[config.mk]
export PLATFORM = sky130hd
export DESIGN_NAME = bpc_queue
export DESIGN_NICKNAME = d
export VERILOG_FILES = /design/src/rtl/bpc_pkg.sv /design/src/rtl/bpc_queue.sv
export SDC_FILE = /design/constraint.sdc
export NUM_CORES = 1
export LEC_CHECK = 0
export ABC_AREA = 1
export BUFFER_PORTS_ARGS = -buffer_cell sky130_fd_sc_hd__buf_2
export CORE_AREA = 8 8 267 269
export DETAILED_ROUTE_END_ITERATION = 8
export DIE_AREA = 0 0 275 277
export PLACE_DENSITY = 0.71
export SLEW_MARGIN = 10
export SYNTH_ARGS = -nofsm -noshare
export SYNTH_HDL_FRONTEND = slang
export SYNTH_SLANG_ARGS = --single-unit
[constraint.sdc]
create_clock -name clk -period 7.6 [get_ports clk]
set_clock_uncertainty 0.05 [all_clocks]
set_input_delay 1.14 -clock clk [delete_from_list [all_inputs] [get_ports clk]]
set_output_delay 1.14 -clock clk [all_outputs]
set_load 0.03 [all_outputs]
[src/rtl/bpc_pkg.sv]
// Shared types and constants for the barometric compensation datapath.
// Used by the front pipeline, the item queue, the back pipeline and the top level.
package bpc_pkg;

  // Configuration register indexes.
  localparam int unsigned IDXW = 3;
  localparam logic [IDXW-1:0] REG_TEMP       = 3'd0;
  localparam logic [IDXW-1:0] REG_PRESS_LOW  = 3'd1;
  localparam logic [IDXW-1:0] REG_PRESS_HIGH = 3'd2;
  localparam logic [IDXW-1:0] REG_PRESS_NINE = 3'd3;

  // Datapath widths between the front and back halves.
  localparam int unsigned NMW  = 110;  // scaled pressure numerator
  localparam int unsigned DENW = 74;   // pressure divisor
  localparam int unsigned QW   = 42;   // intermediate pressure magnitude
  localparam int unsigned ZW   = 102;  // final pressure polynomial
  localparam int unsigned QUEUE_DEPTH = 4;
  localparam int unsigned QPW  = $clog2(QUEUE_DEPTH);

  typedef struct packed {
    logic        [15:0] t1;
    logic signed [15:0] t2;
    logic signed [15:0] t3;
    logic        [15:0] p1;
    logic signed [15:0] p2;
    logic signed [15:0] p3;
    logic signed [15:0] p4;
    logic signed [15:0] p5;
    logic signed [15:0] p6;
    logic signed [15:0] p7;
    logic signed [15:0] p8;
    logic signed [15:0] p9;
  } coef_t;

  // One sample after the front half: temperature results plus the division operands.
  typedef struct packed {
    logic [20:0]     fine;
    logic [15:0]     centi;
    logic [NMW-1:0]  nm;
    logic [DENW-1:0] den;
    logic            qneg;
    logic            fault;
  } item_t;

endpackage

[src/rtl/bpc_queue.sv]
// Short queue that parts the front and back pipelines.
// Depends on bpc_pkg for the item type and depth.
module bpc_queue (
  input  logic           clk,
  input  logic           rst,
  input  logic           push,
  input  bpc_pkg::item_t wdata,
  output logic           full,
  input  logic           pop,
  output bpc_pkg::item_t rdata,
  output logic           nonempty
);

  bpc_pkg::item_t            slots [bpc_pkg::QUEUE_DEPTH];
  logic [bpc_pkg::QPW-1:0]   wr_ptr, rd_ptr;
  logic [bpc_pkg::QPW:0]     count;

  assign full     = (count == (bpc_pkg::QPW+1)'(bpc_pkg::QUEUE_DEPTH));
  assign nonempty = (count != '0);
  assign rdata    = slots[rd_ptr];

  always_ff @(posedge clk) begin
    if (rst) begin
      wr_ptr <= '0;
      rd_ptr <= '0;
      count  <= '0;
    end else begin
      if (push) wr_ptr <= wr_ptr + 1'b1;
      if (pop)  rd_ptr <= rd_ptr + 1'b1;
      if (push && !pop) begin
        count <= count + 1'b1;
      end else if (pop && !push) begin
        count <= count - 1'b1;
      end
    end
  end

  always_ff @(posedge clk) begin
    if (push) slots[wr_ptr] <= wdata;
  end

endmodule

# Yosys cells after proc, flatten, opt, wreduce, memory -nomap -nowiden
# Memories as Yosys holds them, arrays and structs flattened. A register that Yosys moved wholly into a read port is not among the register bits.
# Index checks and enable logic that the tools add are counted.
# totals
mem_count	1
word_cells	21
ram_bits	892
regBits	7
# op_classes
n_eq_ne	1
n_reduce_logical	6
addsub	4
n_mux	6
# memory_table
name	depth	width	rd	rd_ports_with_merged_regs	wr	line	text
slots	4	223	1	1	1	bpc_queue.sv:14	bpc_pkg::item_t slots [bpc_pkg::QUEUE_DEPTH];
# ops
operator	count
3-bit two-way mux	2
2-bit by 1-bit adder with 2-bit output (second input constant)	2
2-bit two-way mux	2
3-bit by 1-bit adder with 3-bit output (second input constant)	1
3-bit equality test (second input constant)	1
3-bit nonzero test	1
3-bit by 1-bit subtractor with 3-bit output (second input constant)	1
1-bit logical AND	2
1-bit logical NOT	2
1-bit two-way mux	2
2-bit nonzero test	1

# Logic depth before layout (Yosys ltp)
# Gate-level depths: netlist of the first run.
# logic_depth
word_depth	4
mapped_depth	10

# Least setup slack after synthesis of the first run
# Ideal clock, no wire load.
# synth_path
path_kind	input -> register
start	input push
end	memory slots[2][0] (netlist bit), enable pin
n_path_buf	0
path_stages	2
setup_time_ns	0.574
path_slack_ns	1.524
t_arrival_ns	5.452
cell_sequence	nand2_1 -> inv_1
# synth_between
elab_chain_len	2
# synth_lines
item	line	text
start, declared	bpc_queue.sv:6	input logic push,
1-bit two-way mux	bpc_queue.sv:39	if (push) slots[wr_ptr] <= wdata;
1-bit two-way mux (not written as such)	bpc_queue.sv:39	
end, declared	bpc_queue.sv:14	
# No other way between the ends.

==> impl_metrics.py, run 1 <==
metrics = {
    "global_route": {
        "gr-total-overflow": 0,
        "grt_usage_pct": 20.3,
        "grt_pass1_wl_mm": 120,
        "grt_pass1_vias": 20200,
        "grt_max_degree": 245,
        "antenna_found_initial": 35,
    },
    "pwr": {
        "seq_power_share_pct": 50.4,
        "p_switching_uw": 2800,
        "swShare_pct": 24.6,
        "pwr-share-clk_pct": 38.8,
        "p_leak_uw": 0.0135,
        "powerDensity_nw_per_um2": 291,
        "ir_drop_mv": 0.226,
        "p_int_uw": 8590,
        "pwr-share-comb_pct": 10.8,
        "total_power_uw": 11400,
    },
    "setup_path": {
        "required_ns": 6.41,
        "endpoint_kind": "primary output",
        "cp_max_fo": 98,
        "critPathKind": "reg -> out",
        "crit_arrival_ns": 3.61,
        "reg2reg_from": "wr_ptr[0]$_SDFFE_PP0P_",
        "worstReg2RegEnd": "slots[2][192]$_DFFE_PP_",
        "r2r_cells": 5,
        "r2r_setup_slack_ns": 4.65,
        "critPathLaunchType": "flip-flop",
    },
    "layout": {
        "instances_no_fill": 3608,
        "final_net_count": 2860,
        "final_area_sq_um": 39200,
        "fillerInstances": 5092,
        "syn2layout_area_growth_pct": 17.9,
        "regArea_sq_um": 27000,
        "multi_input_area_sq_um": 5510,
        "drive_gt1_share_pct": 22.2,
    },
    "die": {
        "die-area_sq_um": 76200,
        "ios": 452,
        "die_width_um": 275,
        "row_count": 95,
        "start_util_pct": 49.8,
        "die_h_um": 277,
        "core_area_sq_um": 66800,
    },
    "logic_synthesis": {
        "synth-edff-count": 892,
        "synth_top_area_cell": "edfxtp_1",
        "synth_top_cells_by_count": "edfxtp_1, nor2_1, o21ai_0",
        "synth_top_flop_cell": "edfxtp_1",
        "async_flop_share_pct": 0,
        "yosysTopAreaCellShare_pct": 80.6,
        "ys_seq_elements": 901,
        "synthesis.instances": 2215,
        "yosysSeqAreaShare_pct": 81.1,
        "yosys_warnings": 0,
        "synthDistinctLibCells": 19,
        "mappedNetlistNets": 2448,
        "synth.most_common_cell": "edfxtp_1",
        "synth.avg_cell_area_sq_um": 15.0,
        "yosys-top-cells-area": "edfxtp_1, o21ai_0, nor2_1",
        "syn_area_sq_um": 33200,
    },
    "timing": {
        "holdWs_ns": 0.484,
        "relSlewSlack_pct": 10.8,
        "setup_violations": 0,
        "worst_pin_slew_ns": 1.34,
        "hold_viol": 0,
        "fmax_mhz": 208,
        "fin_setup_tns_ns": 0,
        "post-route-period-util_pct": 63.2,
        "min_period_ns": 4.80,
        "rsz0062_at_grt": "false",
        "slew_viol_final": 0,
    },
    "worst_hold_path": {
        "min_path_cells": 2,
        "min_to": "wr_ptr[1]$_SDFFE_PP0P_",
        "hp-start": "wr_ptr[1]$_SDFFE_PP0P_",
        "hp-class": "reg -> reg",
    },
    "placement": {
        "place_inst": 3409,
        "place_area_sq_um": 36100,
        "place.gp.congestion": 0.773,
        "io_buffer_count": 451,
        "dp_hpwl_mm": 45.6,
    },
    "clock_tree": {
        "clkLatencyLatePin_ns": 0.60,
        "cts_tree": "yes",
        "clockBufferDepth": 3,
        "htree_levels": 3,
        "clkTransAtPathRegs_ns": 0.06,
        "cts_buffers": 89,
        "cts_hold_buf": 0,
        "clock_sinks": 901,
        "ctsResizeCount": 0,
        "post-cts-setup-buffers": 0,
        "root_buffer": "clkbuf_16",
    },
    "detailed_routing": {
        "drc": 0,
        "viasPerCell": 5.67,
        "wl_mm": 80.7,
        "vias": 20500,
        "dr.pass1.iters": 5,
        "wl_per_cell_um": 22.4,
        "ant_nets": 0,
        "drt-initial-drc-count": 1852,
    },
    "run_status": {
        "outcome": "complete, no violations",
    },
    "run": {
        "maxCapViolCount": 0,
    },
}
==> through the flow <==
stage | utilization, % | setup slack (ns)
after detailed placement | 54.0 | 3.46
final | 58.6 | 2.80
after floorplan | - | 1.52
after global routing | 58.6 | 2.52
after CTS | 58.5 | 2.79
after global placement | 54.0 | 3.50
==> final cells by class <==
cell class	count	area share, %
antenna	36	0.230
clock buffer	111	6.06
inverter	17	0.284
clock inverter	52	1.57
multi-input combinational	1150	14.1
sequential	901	68.8
tap	873	2.79
timing repair buffer	468	6.15
==> power groups by stage <==
stage	registers, uW	clock network [uW]	logic (uW)
floorplan	5870	0	776
global placement	5840	0	1210
detailed placement	5850	0	1240
CTS	5740	4500	1240
global route	5760	4700	1310
finish	5740	4420	1230
==> flip-flops by register name (all words and copies together), names as in the netlist, named ones only <==
name,cells
wr_ptr,2
rd_ptr,2
count,3
slots,892
==> placed cells by master (no fill, tap or decap), drive strengths merged, types with 3 or more instances in the layout <==
cell type    n
a21oi        3
buf        468
bufinv      11
clkbuf     111
clkinv      37
clkinvlp     3
dfxtp        9
diode       36
edfxtp     892
ha           5
inv         18
nand2       10
nor2       453
o21ai      451
o22ai      223
==> worst max-delay path: stages (launching register included) <==
cell	delay (ns)
dfxtp_4	0.47
inv_6	0.55
buf_4	0.89
o21ai_0	0.30
o22ai_1	0.28
buf_2	0.26
==> logic make-up (layout without fill, tap and decap cells) <==
| kind of cell | after synthesis | after routing | share of synthesized area (%) |
|---|---|---|---|
| simple gates | 466 | 466 | 5.28 |
| flops | 901 | 901 | 81.1 |
| xor+xnor | 1 | 1 | 0.0264 |
| compound gates | 677 | 677 | 11.0 |
| buf+inv | 164 | 648 | 2.30 |
| other cells | 0 | 36 | 0 |
| fa+ha+maj | 6 | 6 | 0.248 |
==> per-layer routing <==
layer  up-vias  global-route usage [%]  share of wire [%]
met3       151                    4.45                6.9
li1       9263                       -                  -
met1     10300                    25.4                 39
met5         -                       0              0.032
met2       697                    34.0                 51
met4         6                    8.76                3.5
==> worst max-delay path by stage <==
stage                            end  startpoint  depth (start not counted)  slack, ns
2_1_floorplan  slots[2][0]$_DFFE_PP_        push                          2       1.52
3_3_place_gp              rdata[152]   flip-flop                          5       3.50
3_5_place_dp               rdata[59]   flip-flop                          5       3.46
4_1_cts                    rdata[59]   flip-flop                          5       2.79
5_1_grt                    rdata[55]   flip-flop                          5       2.52
6_report                   rdata[99]   flip-flop                          5       2.80
Power figures use the tool's default switching activity.
==> run 2, diff against run 1 <==
==> constraint.sdc (replaced) <==
create_clock -name clk -period 4.6 [get_ports clk]
set_clock_uncertainty 0.05 [all_clocks]
set_input_delay 0.69 -clock clk [delete_from_list [all_inputs] [get_ports clk]]
set_output_delay 0.69 -clock clk [all_outputs]
set_load 0.03 [all_outputs]
==> run 2 against run 1 <==
  * Sequential power rose by 65%
  * Largest cell class unchanged
  * Register-to-register slack got worse by 2.8 ns
  * Highest routed layer unchanged
  * Via count rose by 0.39%
  * Clock power rose by 65%
  * Utilization rose by 0.51 points
  * Sequential share of layout area fell by 0.59 points
==> impl_metrics.py, run 2 (same netlist as run 1, synthesis figures left out) <==
metrics = {
    "timing": {
        "worst_pin_slew_ns": 1.24,
        "min_period_ns": 3.59,
        "slew_viol_final": 0,
        "fmax_mhz": 279,
        "setup_violations": 0,
        "holdWs_ns": 0.180,
        "hold_viol": 0,
        "rsz0062_at_grt": "false",
        "fin_setup_tns_ns": 0,
        "post-route-period-util_pct": 78.0,
        "relSlewSlack_pct": 17.4,
    },
    "setup_path": {
        "reg2reg_from": "wr_ptr[0]$_SDFFE_PP0P_",
        "required_ns": 3.86,
        "max_stage_delay_ns": 0.56,
        "critPathLaunchType": "flip-flop",
        "crit_arrival_ns": 2.85,
        "cp_cell_sequence": "clkinv_8, buf_4, o21ai_0, o22ai_1, buf_2",
        "endpoint_kind": "primary output",
        "cp_max_fo": 151,
        "r2r_cells": 5,
        "cpMaxStageDelayCell": "buf_4",
        "critPathKind": "reg -> out",
    },
    "clock_tree": {
        "clock_sinks": 901,
        "clockBufferDepth": 3,
        "cts_hold_buf": 0,
        "clkTransAtPathRegs_ns": 0.06,
        "post-cts-setup-buffers": 0,
        "ctsResizeCount": 0,
        "clkLatencyLatePin_ns": 0.62,
        "root_buffer": "clkbuf_16",
        "htree_levels": 3,
        "cts_buffers": 90,
        "cts_tree": "yes",
    },
    "die": {
        "die-area_sq_um": 76200,
        "die_h_um": 277,
        "core_area_sq_um": 66800,
        "row_count": 95,
        "ios": 452,
        "start_util_pct": 49.8,
        "die_width_um": 275,
    },
    "global_route": {
        "grt_pass1_vias": 20200,
        "grt_usage_pct": 20.2,
        "grt_max_degree": 209,
        "antenna_found_initial": 32,
        "grt_pass1_wl_mm": 120,
        "gr-total-overflow": 0,
    },
    "run": {
        "maxCapViolCount": 0,
    },
    "placement": {
        "place.gp.congestion": 0.773,
        "io_buffer_count": 451,
        "place_inst": 3431,
        "dp_hpwl_mm": 47.1,
    },
    "layout": {
        "regMostFlops": "slots",
        "final_net_count": 2883,
        "reg_top3": "slots: 892 flops, count: 3 flops",
        "most-common-layout-cells": "edfxtp_1, nor2_1, o21ai_0, buf_2, o22ai_1",
        "instances_no_fill": 3627,
        "final_common_cell": "edfxtp_1",
        "largest_reg_flops": 892,
        "drive_gt1_share_pct": 22.9,
        "utilization_pct": 59.2,
        "syn2layout_area_growth_pct": 18.9,
    },
    "worst_hold_path": {
        "hp-class": "in -> reg",
        "hp-start": "rst",
        "min_path_cells": 2,
    },
    "pwr": {
        "p_leak_uw": 0.0137,
        "powerDensity_nw_per_um2": 477,
        "pwr-share-comb_pct": 11.0,
        "swShare_pct": 24.8,
        "p_int_uw": 14200,
        "total_power_uw": 18900,
        "ir_drop_mv": 0.401,
        "pwr-share-clk_pct": 38.7,
        "seq_power_share_pct": 50.2,
        "p_switching_uw": 4680,
    },
    "detailed_routing": {
        "vias": 20500,
        "wl_per_cell_um": 22.3,
        "drc": 0,
        "viasPerCell": 5.66,
        "dr.pass1.iters": 5,
        "ant_nets": 0,
        "drt-initial-drc-count": 1616,
        "wl_mm": 80.8,
    },
    "run_status": {
        "outcome": "complete, no violations",
    },
}
==> run 2: cell types whose count changed in the layout (fill, tap and decap cells not counted), moves of 2 or more <==
cell        before  now
clkinv_4         1    3
clkinvlp_4       3    5
clkbuf_1        19   17
inv_8            5    2
diode_2         36   31
buf_12           2   18
clkinv_2        10   12
buf_4           15   21
==> run 2: area by class of cell <==
type / instances / area [sq um]
Clock inverter: 56 / 622
Sequential cell: 901 / 27000
Fill cell: 5016 / 27300
Antenna cell: 31 / 77.6
Multi-Input combinational cell: 1150 / 5510
Tap cell: 873 / 1090
Clock buffer: 109 / 2370
Inverter: 17 / 98.8
Timing Repair Buffer: 490 / 2780
==> run 2: power by group through the flow <==
stage	clock [uW]	combinational, uW	sequential (uW)
after global routing	7730	2220	9490
after detailed placement	0	2090	9640
after floorplan	0	1280	9670
final	7300	2080	9470
after global placement	0	2040	9630
after CTS	7440	2100	9470
==> run 2: through the flow <==
step / setup WS (ns) / instance area, sq um
floorplan: 0.0631 / 33300
global placement: 1.72 / 36500
detailed placement: 1.68 / 36500
CTS: 1.02 / 39400
global route: 0.853 / 39500
finish: 1.01 / 39500
==> run 2: worst paths after layout <==
| kind | endpoint | slack (ns) |
|---|---|---|
| max | rdata[25] | 1.01 |
| min | count[0]$_SDFFE_PP0P_ | 0.18 |
| max reg2reg | slots[2][66]$_DFFE_PP_ | 1.84 |
| min reg2reg | flip-flop | 0.40 |
==> run 2: worst max-delay path: cells and delay by family (launching register included) <==
family | cells | cell delay [ns]
flops | 1 | 0.42
compound gates | 2 | 0.36
buf+inv | 3 | 1.24
==> run 2: layer usage <==
layer,vias up,share of wire [%],wire [um],global-route usage (%)
met5,-,0.11,89,0
met4,14,3.4,2710,8.37
met3,162,6.5,5230,4.61
met2,692,52,41900,34.9
met1,10400,38,30900,24.4
li1,9314,-,-,-
==> run 3, diff against run 2 <==
--- a/config.mk
+++ b/config.mk
@@ -5,11 +5,11 @@
 export SDC_FILE = /design/constraint.sdc
 export NUM_CORES = 1
 export LEC_CHECK = 0
-export ABC_AREA = 1
+export ABC_AREA = 0
 export BUFFER_PORTS_ARGS = -buffer_cell sky130_fd_sc_hd__buf_2
-export CORE_AREA = 8 8 267 269
+export CORE_AREA = 8 8 265 267
 export DETAILED_ROUTE_END_ITERATION = 8
-export DIE_AREA = 0 0 275 277
+export DIE_AREA = 0 0 273 275
 export PLACE_DENSITY = 0.71
 export SLEW_MARGIN = 10
 export SYNTH_ARGS = -nofsm -noshare
==> constraint.sdc (replaced) <==
create_clock -name clk -period 3.48 [get_ports clk]
set_clock_uncertainty 0.05 [all_clocks]
set_input_delay 0.522 -clock clk [delete_from_list [all_inputs] [get_ports clk]]
set_output_delay 0.522 -clock clk [all_outputs]
set_load 0.03 [all_outputs]
==> run 3 against run 2 <==
  * Critical path depth is 2 lower
  * Hold slack worse by 0.12 ns
  * Routed wire length shrank 14%
  * Clock power up 21%
  * Via count fell by 27%
  * Final cell count down 26%
  * Highest routed layer unchanged
  * Combinational power grew 42%
  * Non-clock buffer count grew 16
  * First-iteration DRC count fell by 33%
  * Global-route usage fell by 2.0 points
  * Register-to-register slack worse by 0.44 ns
==> impl_metrics.py, run 3 <==
metrics = {
    "logic_synthesis": {
        "yosys_warnings": 0,
        "synthesis.instances": 1209,
        "ys_seq_elements": 901,
        "async_flop_share_pct": 0,
        "synth_top_cells_by_count": "edfxtp_1, mux4_2, buf_2, mux4_1, buf_6",
        "syn_area_sq_um": 32700,
        "synthDistinctLibCells": 21,
        "yosysSeqAreaShare_pct": 82.5,
        "synth.most_common_cell": "edfxtp_1",
        "yosys-top-cells-area": "edfxtp_1, mux4_2, mux4_1",
        "mappedNetlistNets": 1442,
        "yosysTopAreaCellShare_pct": 81.9,
        "synth-edff-count": 892,
        "synth_top_flop_cell": "edfxtp_1",
        "synth_top_area_cell": "edfxtp_1",
        "synth.avg_cell_area_sq_um": 27.1,
    },
    "detailed_routing": {
        "vias": 14900,
        "drc": 0,
        "wl_mm": 69.2,
        "viasPerCell": 5.52,
        "ant_nets": 0,
        "drt-initial-drc-count": 1085,
        "wl_per_cell_um": 25.6,
        "dr.pass1.iters": 5,
    },
    "run_status": {
        "outcome": "complete, no violations",
    },
    "worst_hold_path": {
        "hp-class": "in -> reg",
    },
    "global_route": {
        "use_met3_pct": 5.91,
        "gr-total-overflow": 0,
        "grt_busiest_layer": "met2",
        "grt_pass1_vias": 15900,
        "antenna_found_initial": 17,
        "grt_usage_pct": 18.2,
        "grtUsageMet2_pct": 29.7,
        "grtUsageMet1_pct": 23.8,
        "grt_pass1_wl_mm": 103,
        "grt_max_degree": 71,
    },
    "setup_path": {
        "crit_arrival_ns": 2.63,
        "cp_max_fo": 28,
        "max_stage_delay_ns": 0.77,
        "critPathKind": "reg -> out",
        "cpMaxStageDelayCell": "dfxtp_4",
        "required_ns": 2.91,
        "cp_cell_sequence": "buf_4, mux4_1, buf_2",
        "endpoint_kind": "primary output",
        "critPathLaunchType": "flip-flop",
    },
    "die": {
        "die_h_um": 275,
        "ios": 452,
        "die-area_sq_um": 75100,
        "start_util_pct": 49.3,
        "core_area_sq_um": 66300,
        "die_width_um": 273,
        "row_count": 95,
    },
    "timing": {
        "holdWs_ns": 0.0563,
        "fin_setup_tns_ns": 0,
        "relSlewSlack_pct": 51.1,
        "setup_violations": 0,
        "min_period_ns": 3.20,
        "finalWorstSetupSlack_ns": 0.283,
        "hold_viol": 0,
        "fmax_mhz": 313,
        "post-route-period-util_pct": 91.9,
        "slew_viol_final": 0,
        "rsz0062_at_grt": "false",
        "worst_pin_slew_ns": 0.734,
    },
    "clock_tree": {
        "cts_buffers": 86,
        "post-cts-setup-buffers": 0,
        "clock_sinks": 901,
        "clkLatencyLatePin_ns": 0.61,
        "htree_levels": 3,
        "cts_tree": "yes",
        "root_buffer": "clkbuf_16",
        "ctsResizeCount": 0,
        "clkTransAtPathRegs_ns": 0.06,
        "clockBufferDepth": 3,
        "cts_hold_buf": 0,
    },
    "layout": {
        "final_area_sq_um": 39000,
        "largest_reg_flops": 892,
        "instances_no_fill": 2701,
        "final_common_cell": "edfxtp_1",
        "most-common-layout-cells": "edfxtp_1, buf_2, mux4_2",
        "final_net_count": 1985,
        "drive_gt1_share_pct": 45.3,
        "regMostFlops": "slots",
        "reg_top3": "slots: 892 flops, count: 3 flops",
        "syn2layout_area_growth_pct": 19.4,
    },
    "placement": {
        "post-place-ws_ns": 0.837,
        "place_inst": 2537,
        "io_buffer_count": 451,
        "place_area_sq_um": 36400,
        "dp_hpwl_mm": 44.3,
        "place.gp.congestion": 0.757,
    },
    "pwr": {
        "powerDensity_nw_per_um2": 625,
        "p_leak_uw": 0.0131,
        "ir_drop_mv": 0.500,
    },
    "run": {
        "maxCapViolCount": 0,
    },
}
[run 3: changes by cell type in the layout (fill, tap and decap cells not counted), moves of 23 or more]
cell     delta
o21ai_0   -450
nor2_1    -446
o22ai_1   -223
mux4_2    +199
mux4_1     +24
diode_2    -23
[run 3: kinds of logic (layout without fill, tap and decap cells)]
kind of cell	count (synthesis)	after routing	share of synthesized area [%]
buf+inv	55	666	1.21
compound gates	2	2	0.0306
simple gates	15	15	0.230
other cells	0	8	0
fa+ha+maj	6	6	0.253
flops	901	901	82.5
mux	225	225	15.7
xor+xnor	5	5	0.134
[run 3: area by class of cell]
| class | instances | area, sq um |
|---|---|---|
| tap | 873 | 1090 |
| timing repair buffer | 506 | 2920 |
| fill | 4654 | 27300 |
| antenna | 8 | 20.0 |
| sequential | 901 | 27000 |
| clock buffer | 120 | 2340 |
| clock inverter | 36 | 317 |
| multi-input combinational | 253 | 5350 |
| inverter | 4 | 15.0 |
[run 3: report_power, final]
part / leakage, uW / internal [uW] / switching [uW]
Combinational: 0.00356 / 1060 / 1910
Sequential: 0.00827 / 12500 / 152
Clock: 0.00129 / 4970 / 3840
[run 3: per-layer routing]
layer	vias up	wire length, um	share of wire (%)
li1	6401	-	-
met1	7827	27200	39
met2	572	34400	50
met3	98	6300	9.1
met4	22	1130	1.6
met5	-	139	0.20
[run 3: critical path, delay by kind of cell (launching register included)]
kind	cells	cell delay, ns
flip-flops	1	0.77
multiplexers	1	0.60
buffers and inverters	2	0.63
[run 3: through the flow]
| step | util (%) | power [uW] |
|---|---|---|
| after floorplan | - | 14800 |
| after global placement | 54.8 | 15800 |
| after detailed placement | 54.8 | 15900 |
| after CTS | 58.8 | 24700 |
| after global routing | 58.8 | 25200 |
| final | 58.9 | 24400 |
[run 3: worst paths after layout]
check	start	endpoint	slack, ns	cells past startpoint
setup reg to reg	wr_ptr[1]$_SDFFE_PP0P_	slots[0][1]$_DFFE_PP_	1.40	4
setup / recovery	flip-flop	rdata[194]	0.28	3
hold reg to reg	rd_ptr[1]$_SDFFE_PP0P_	rd_ptr[1]$_SDFFE_PP0P_	0.47	2
hold / removal	wdata[54]	slots[0][54]$_DFFE_PP_	0.06	1
